**config.mk**
```make
export PLATFORM = sky130hd
export DESIGN_NAME = blc_ctrl
export DESIGN_NICKNAME = d
export VERILOG_FILES = /design/src/design/blc_pkg.sv /design/src/design/blc_ctrl.sv
export SDC_FILE = /design/constraint.sdc
export NUM_CORES = 1
export LEC_CHECK = 0
export ABC_AREA = 1
export BUFFER_PORTS_ARGS = -buffer_cell sky130_fd_sc_hd__buf_2
export CORE_MARGIN = 3
export CORE_UTILIZATION = 45
export DETAILED_ROUTE_END_ITERATION = 12
export PLACE_DENSITY = 0.91
export SETUP_SLACK_MARGIN = 0.05
export SLEW_MARGIN = 20
export SYNTH_ARGS = -nofsm -noshare
export SYNTH_HDL_FRONTEND = slang
export SYNTH_SLANG_ARGS = --single-unit
```
**constraint.sdc**
```tcl
create_clock -name clock -period 3.4 [get_ports clock]
set_clock_uncertainty 0.05 [all_clocks]
set_input_delay 0.51 -clock clock [delete_from_list [all_inputs] [get_ports clock]]
set_output_delay 0.51 -clock clock [all_outputs]
set_load 0.02 [all_outputs]
```
**src/design/blc_pkg.sv**
```systemverilog
// package: constants, types and opcodes for boundary loop clustering
package blc_pkg;

   localparam int MaxPoints = 4096;
   localparam int MaxEdges  = 1024;
   localparam int MaxLoops  = 64;

   localparam int PtW   = 13;
   localparam int PaW   = $clog2(MaxPoints);
   localparam int EaW   = $clog2(MaxEdges);
   localparam int EcW   = $clog2(MaxEdges + 1);
   localparam int LpW   = $clog2(MaxLoops);
   localparam int ElemW = 20;
   localparam int SumW  = 32 + EcW;

   localparam logic [2:0] OP_LOAD_POINT = 3'd0;
   localparam logic [2:0] OP_LOAD_ELEM  = 3'd1;
   localparam logic [2:0] OP_RUN        = 3'd2;
   localparam logic [2:0] OP_READ_LABEL = 3'd3;
   localparam logic [2:0] OP_READ_LOOP  = 3'd4;

   localparam logic [1:0] ST_OK       = 2'd0;
   localparam logic [1:0] ST_FULL     = 2'd1;
   localparam logic [1:0] ST_NO_EDGE  = 2'd2;
   localparam logic [1:0] ST_BAD      = 2'd3;

   typedef struct packed {
      logic [2:0]        operation;
      logic [12:0]       slot;
      logic [19:0]       element_number;
      logic              element_open;
      logic [12:0]       vertex_a;
      logic [12:0]       vertex_b;
      logic [12:0]       vertex_c;
      logic [2:0]        free_edge_mask;
      logic signed [31:0] coord_x;
      logic signed [31:0] coord_y;
      logic signed [31:0] coord_z;
   } req_type;

   typedef struct packed {
      logic [1:0]         status;
      logic [5:0]         loop_count;
      logic [10:0]        edge_count;
      logic [19:0]        element_out;
      logic [5:0]         loop_label;
      logic [10:0]        point_count;
      logic signed [31:0] center_x;
      logic signed [31:0] center_y;
      logic signed [31:0] center_z;
   } rsp_type;

   typedef enum logic [4:0] {
      S_IDLE, S_LOAD, S_READ_WAIT, S_READ_DONE,
      S_CLR, S_SEED_RD, S_SEED_CHK, S_Q_RD, S_Q_WAIT, S_SCAN_RD, S_SCAN_CHK,
      S_SUM_RD, S_SUM_WAIT, S_SUM_ACC, S_DIV, S_STORE, S_RUN_DONE
   } state_type;

   typedef struct packed {
      logic load;
      logic read_issue;
      logic respond;
      logic clr_step;
      logic clr_init;
      logic seed_rd;
      logic seed_skip;
      logic seed_take;
      logic q_latch;
      logic scan_rd;
      logic scan_take;
      logic sum_init;
      logic sum_rd;
      logic sum_acc;
      logic div_start;
      logic store;
      logic overflow;
   } cmd_type;

   typedef struct packed {
      logic clr_last;
      logic seed_unlabeled;
      logic seed_last;
      logic loops_full;
      logic q_last;
      logic scan_last;
      logic sum_last;
      logic div_done;
   } sts_type;

endpackage

```
**src/design/blc_ctrl.sv**
```systemverilog
// controller: sequences loads, reads and the clustering run
module blc_ctrl (
   input  logic             clock,
   input  logic             reset,
   input  logic             start_accept,
   input  logic [2:0]       operation,
   input  blc_pkg::sts_type sts,
   output blc_pkg::cmd_type cmd,
   output logic             busy
);
   import blc_pkg::*;

   state_type state_ff, state_in;

   always_ff @(posedge clock) begin
      if (reset) state_ff <= S_IDLE;
      else       state_ff <= state_in;
   end

   always_comb begin
      state_in = state_ff;
      cmd = '0;
      unique case (state_ff)
         S_IDLE: begin
            if (start_accept) begin
               if (operation == OP_RUN) begin
                  cmd.clr_init = 1'b1; state_in = S_CLR;
               end else if (operation == OP_READ_LABEL || operation == OP_READ_LOOP)
                  state_in = S_READ_WAIT;
               else                                               state_in = S_LOAD;
            end
         end
         S_LOAD: begin
            cmd.load = 1'b1; cmd.respond = 1'b1; state_in = S_IDLE;
         end
         S_READ_WAIT: begin
            cmd.read_issue = 1'b1; state_in = S_READ_DONE;
         end
         S_READ_DONE: begin
            cmd.respond = 1'b1; state_in = S_IDLE;
         end
         S_CLR: begin
            if (sts.seed_last) begin
               state_in = S_SEED_RD;
            end else begin
               cmd.clr_step = 1'b1;
               if (sts.clr_last) state_in = S_SEED_RD;
            end
         end
         S_SEED_RD: begin
            if (sts.seed_last) state_in = S_RUN_DONE;
            else begin
               cmd.seed_rd = 1'b1; state_in = S_SEED_CHK;
            end
         end
         S_SEED_CHK: begin
            if (!sts.seed_unlabeled) begin
               cmd.seed_skip = 1'b1; state_in = S_SEED_RD;
            end else if (sts.loops_full) begin
               cmd.overflow = 1'b1; state_in = S_RUN_DONE;
            end else begin
               cmd.seed_take = 1'b1; state_in = S_Q_RD;
            end
         end
         S_Q_RD: begin
            if (sts.q_last) begin
               cmd.sum_init = 1'b1; state_in = S_SUM_RD;
            end else begin
               state_in = S_Q_WAIT;
            end
         end
         S_Q_WAIT: begin
            cmd.q_latch = 1'b1; state_in = S_SCAN_RD;
         end
         S_SCAN_RD: begin
            cmd.scan_rd = 1'b1; state_in = S_SCAN_CHK;
         end
         S_SCAN_CHK: begin
            cmd.scan_take = 1'b1;
            state_in = sts.scan_last ? S_Q_RD : S_SCAN_RD;
         end
         S_SUM_RD: begin
            if (sts.sum_last) begin
               cmd.div_start = 1'b1; state_in = S_DIV;
            end else if (!sts.q_last) cmd.sum_rd = 1'b1;
         end
         S_SUM_WAIT, S_SUM_ACC: state_in = S_SUM_RD;
         S_DIV: if (sts.div_done) state_in = S_STORE;
         S_STORE: begin
            cmd.store = 1'b1; state_in = S_SEED_RD;
         end
         S_RUN_DONE: begin
            cmd.respond = 1'b1; state_in = S_IDLE;
         end
         default: state_in = S_IDLE;
      endcase
   end

   assign busy = state_ff != S_IDLE;

endmodule
```
# Yosys cells after proc, flatten, opt, wreduce, memory -nomap -nowiden
# Index checks and enable logic that the tools add are counted.
# W data, S select, Z words.
[word_totals]
reg_bits = 5
inputBits = 14
output_inout_bits = 18
elab_cells = 70
[classes]
n_eq_ne = 23
mux = 40
reduce_logical = 6
[op_table]
columns = ["op", "n"]
rows = [
  ["$pmux W5 S13", 1],
  ["$mux W5", 9],
  ["$eq A5 B4 Y1 const B", 8],
  ["$mux W1", 26],
  ["$eq A5 B3 Y1 const B", 4],
  ["$eq A5 B2 Y1 const B", 2],
  ["$eq A3 B2 Y1 const B", 2],
  ["$mux W2", 3],
  ["$ne A2 B2 Y1 const B", 3],
  ["$eq A5 B1 Y1 const B", 1],
  ["$eq A5 B5 Y1 const B", 1],
  ["$logic_not A5 Y1", 1],
  ["$reduce_bool A5 Y1", 1],
  ["$mux W4", 1],
  ["$reduce_and A4 Y1", 1],
  ["$eq A3 B3 Y1 const B", 1],
  ["$ne A3 B3 Y1 const B", 1],
  ["$reduce_or A3 Y1", 1],
  ["$reduce_or A2 Y1", 1],
  ["$logic_or A1 B1 Y1", 1],
]

# Longest topological paths before layout
[depth]
word_depth = 6
depth_mapped = 9
ltp_nobuf = 9

# Least setup slack after synthesis
# Ideal clock, no wire load.
[synth_timing]
path_type = "reg2out"
start = "register state_ff[1]"
end = "output port cmd[0] (netlist bit)"
t_arrival_ns = 1.264
path_slack_ns = 1.576
path_stages_with_launch = 5
path_cell_list = "dfxtp_1 -> nand2_1 -> nor2_2 -> nand2_1 -> nor3b_1"
[synth_lines]
columns = ["item", "line_no", "source"]
rows = [
  ["from (decl)", "blc_ctrl.sv:13", "state_type state_ff, state_in;"],
  ["from (signal assigned)", "blc_ctrl.sv:17", "else state_ff <= state_in;"],
  ["to (decl)", "blc_ctrl.sv:8", "output blc_pkg::cmd_type cmd,"],
]

==> metrics.txt <==
met1 Use GR=27.6%; initial antenna violation count=0; placed cell area=768 µm²; setup TNS=0 ns; layout cell share with drive strength beyond 1=25.6%; Hold Path Origin=reset; CP most frequent cell=nand2_1; placed wire-length estimate=1490 µm; top cells by area, synth=nand2_1 20%, dfxtp_1 16%, nor2_1 15%, nand3_1 14%, inv_1 13%; MaxCap Viol Count=0; GRT Residual Overflow=0; GR Layer Usage met2=31.4%; Worst-path clk slew=0.05 ns; Crit path arrival time=1.48 ns; final setup vio count=0; Worst Setup EP=cmd[0]; CTS tree=built; Worst Setup SP=state_ff[1]; Die X=~43 µm; gpl congestion=0.898; post-synth top area share=just over 20%; Critical Path Stages=5; Reg-to-Reg End=state_ff[2]; Root Buffer=clkbuf_4; total die area=approximately 1800 µm²; max-slew violation count=0; Post-CTS Setup Repair Bufs=0; global-route wire length before repair=2960 µm; via count=around 860; hold buffer count at cts=0; vias in the first global route=between 700 and 800; Max Freq=489 MHz; residual DRC count=0; iteration count of the initial detailed-routing pass=4; total number of yosys warnings=0; Die H=42.8 µm; CP max stage cell=dfxtp_1; H-tree depth=1; Tot GR Track Use=20.3%; CP top delay family=simple AND/OR/NAND/NOR gates; IO Count=32; # resized after CTS=0; total CTS buffers=3; routed wire length=1790 µm; Req. time, crit path=2.84 ns; Post-Syn Area per Cell=4.94 µm²; cell count after synthesis=around 120; largest net degree at the start of global routing=9; Core Box Area=1190 µm²; CP max stage delay=0.43 ns; later-pin clock latency in the skew report=0.24 ns; Fillers=between 100 and 150; worst reg-to-reg setup slack=1.94 ns; Yosys reg bits=5; Worst setup EP type=output port; top flop regs=state_ff: 5 flops; Reg2Reg Launch Point=state_ff[1]; Reg with most FFs=state_ff; CP Launch Type=flip-flop; Detail Route Antenna Nets=0; hold_ws=0.444 ns; Reg2Reg Depth=7; status=completed; Syn Std Cell Area=around 610 µm²; num rows=12; Worst Path Buf+Inv=1; 1st-iter DRT viols=55; Multi-input gate area=414 µm²; CP Class=reg -> out; worst vdd ir=288 µV; Final Critical Period=2.04 ns; Netlist cell types=19; met3 GRT Util=between 4 and 5%; IO Port Bufs=30; HP Class=in -> reg; max reg flops=5; Layout area overhead=30.7%; CTS sink count=5; CP max FO=6; Net Count, Synth=137; Routed WL per cell=approximately 11 µm; total chip power=roughly 0.24 mW; Sequential cell area=100 µm²; Tcrit/Tclk final=about three fifths; Initial Utilization=51.3%; Final Hold Viols=0; Avg Vias per Cell=5.07; Leakage Power=0.566 nW; n_diodes=0; # nets final=171; CTS Buffer Depth=2; final instance area=795 µm²; post-synthesis sequential area ratio=16.5%; gr busiest metal=met2; Pwr per Cell Area=~300 nW/µm²; crit-path cells=nand2_1, nor2_2, nand2_1, nor3b_1, buf_2; post-synth top area cell=nand2_1; RSZ-0062 raised after global routing=no
-- Yosys cell counts --
cell type and number:
nor2_2 3, nand3_1 17, buf_4 1, nand4_1 1, inv_1 21, conb_1 1, nor2_4 1, o21ai_1 2
or2_0 1, or2_2 1, dfxtp_1 5, o21ai_0 1, a31oi_1 1, nor3_1 2, nor2_1 25, a21oi_1 4
nand2_1 33, inv_2 2, nor3b_1 1
-- worst register-to-register path: cells and delay by family (launching register included) --
family / cells / cell delay, ns
DFF: 1 / 0.43
and+or+nand+nor: 5 / 0.63
AOI/OAI and AO/OA: 2 / 0.25
-- placed cells by master (no fill, tap or decap) --
cell type / n
nor2_4: 1
o21ai_1: 2
nor2_1: 25
a21oi_1: 4
clkbuf_4: 3
or2_2: 1
dfxtp_1: 5
nand3_1: 17
inv_1: 21
buf_2: 30
inv_2: 2
nor3b_1: 1
or2_0: 1
conb_1: 1
clkbuf_1: 1
a31oi_1: 1
nand4_1: 1
nand2_1: 33
nor3_1: 2
o21ai_0: 1
nor2_2: 3
-- per-layer routing --
layer,up-vias,share of wire [%]
met1,357,43
li1,446,-
met2,55,45
met4,0,1.3
met5,-,0
met3,4,11
-- where the power goes --
| group | total (mW) | internal, mW | switching (mW) |
|---|---|---|---|
| Clock | 0.0699 | 0.0444 | 0.0255 |
| Combinational | 0.0988 | 0.0331 | 0.0657 |
| Sequential | 0.0699 | 0.0632 | 0.00675 |
| Total | 0.239 | 0.141 | 0.0980 |
-- cell families after synthesis --
logic type      Yosys count  share of synthesized area, %
buf+inv                  24                          15.4
compound gates            8                          6.79
simple gates             85                          60.7
other cells               1                         0.617
flops                     5                          16.5
-- worst min-delay path by stage --
stage / to / slack, ns / depth (start not counted)
floorplan: state_ff[2] / 0.46 / 2
global placement: state_ff[2] / 0.48 / 2
detailed placement: state_ff[2] / 0.49 / 2
CTS: state_ff[4] / 0.43 / 2
global route: state_ff[4] / 0.43 / 2
finish: state_ff[4] / 0.44 / 2
-- cell type report --
type / count / area share [%]
tap: 14 / 2.20
inverter: 23 / 10.9
sequential: 5 / 12.6
multi-input combinational: 94 / 52.1
timing repair buffer: 30 / 18.9
clock buffer: 4 / 3.31
-- through the flow --
step / utilization [%] / worst slack [ns] / instances
2_1_floorplan: - / 1.58 / 123
4_1_cts: 67.0 / 1.34 / 170
3_3_place_gp: 64.8 / 1.65 / 166
3_5_place_dp: 64.8 / 1.61 / 166
6_report: 67.0 / 1.36 / 170
5_1_grt: 67.0 / 1.18 / 170
No activity file was read; power rests on OpenSTA's default activity.
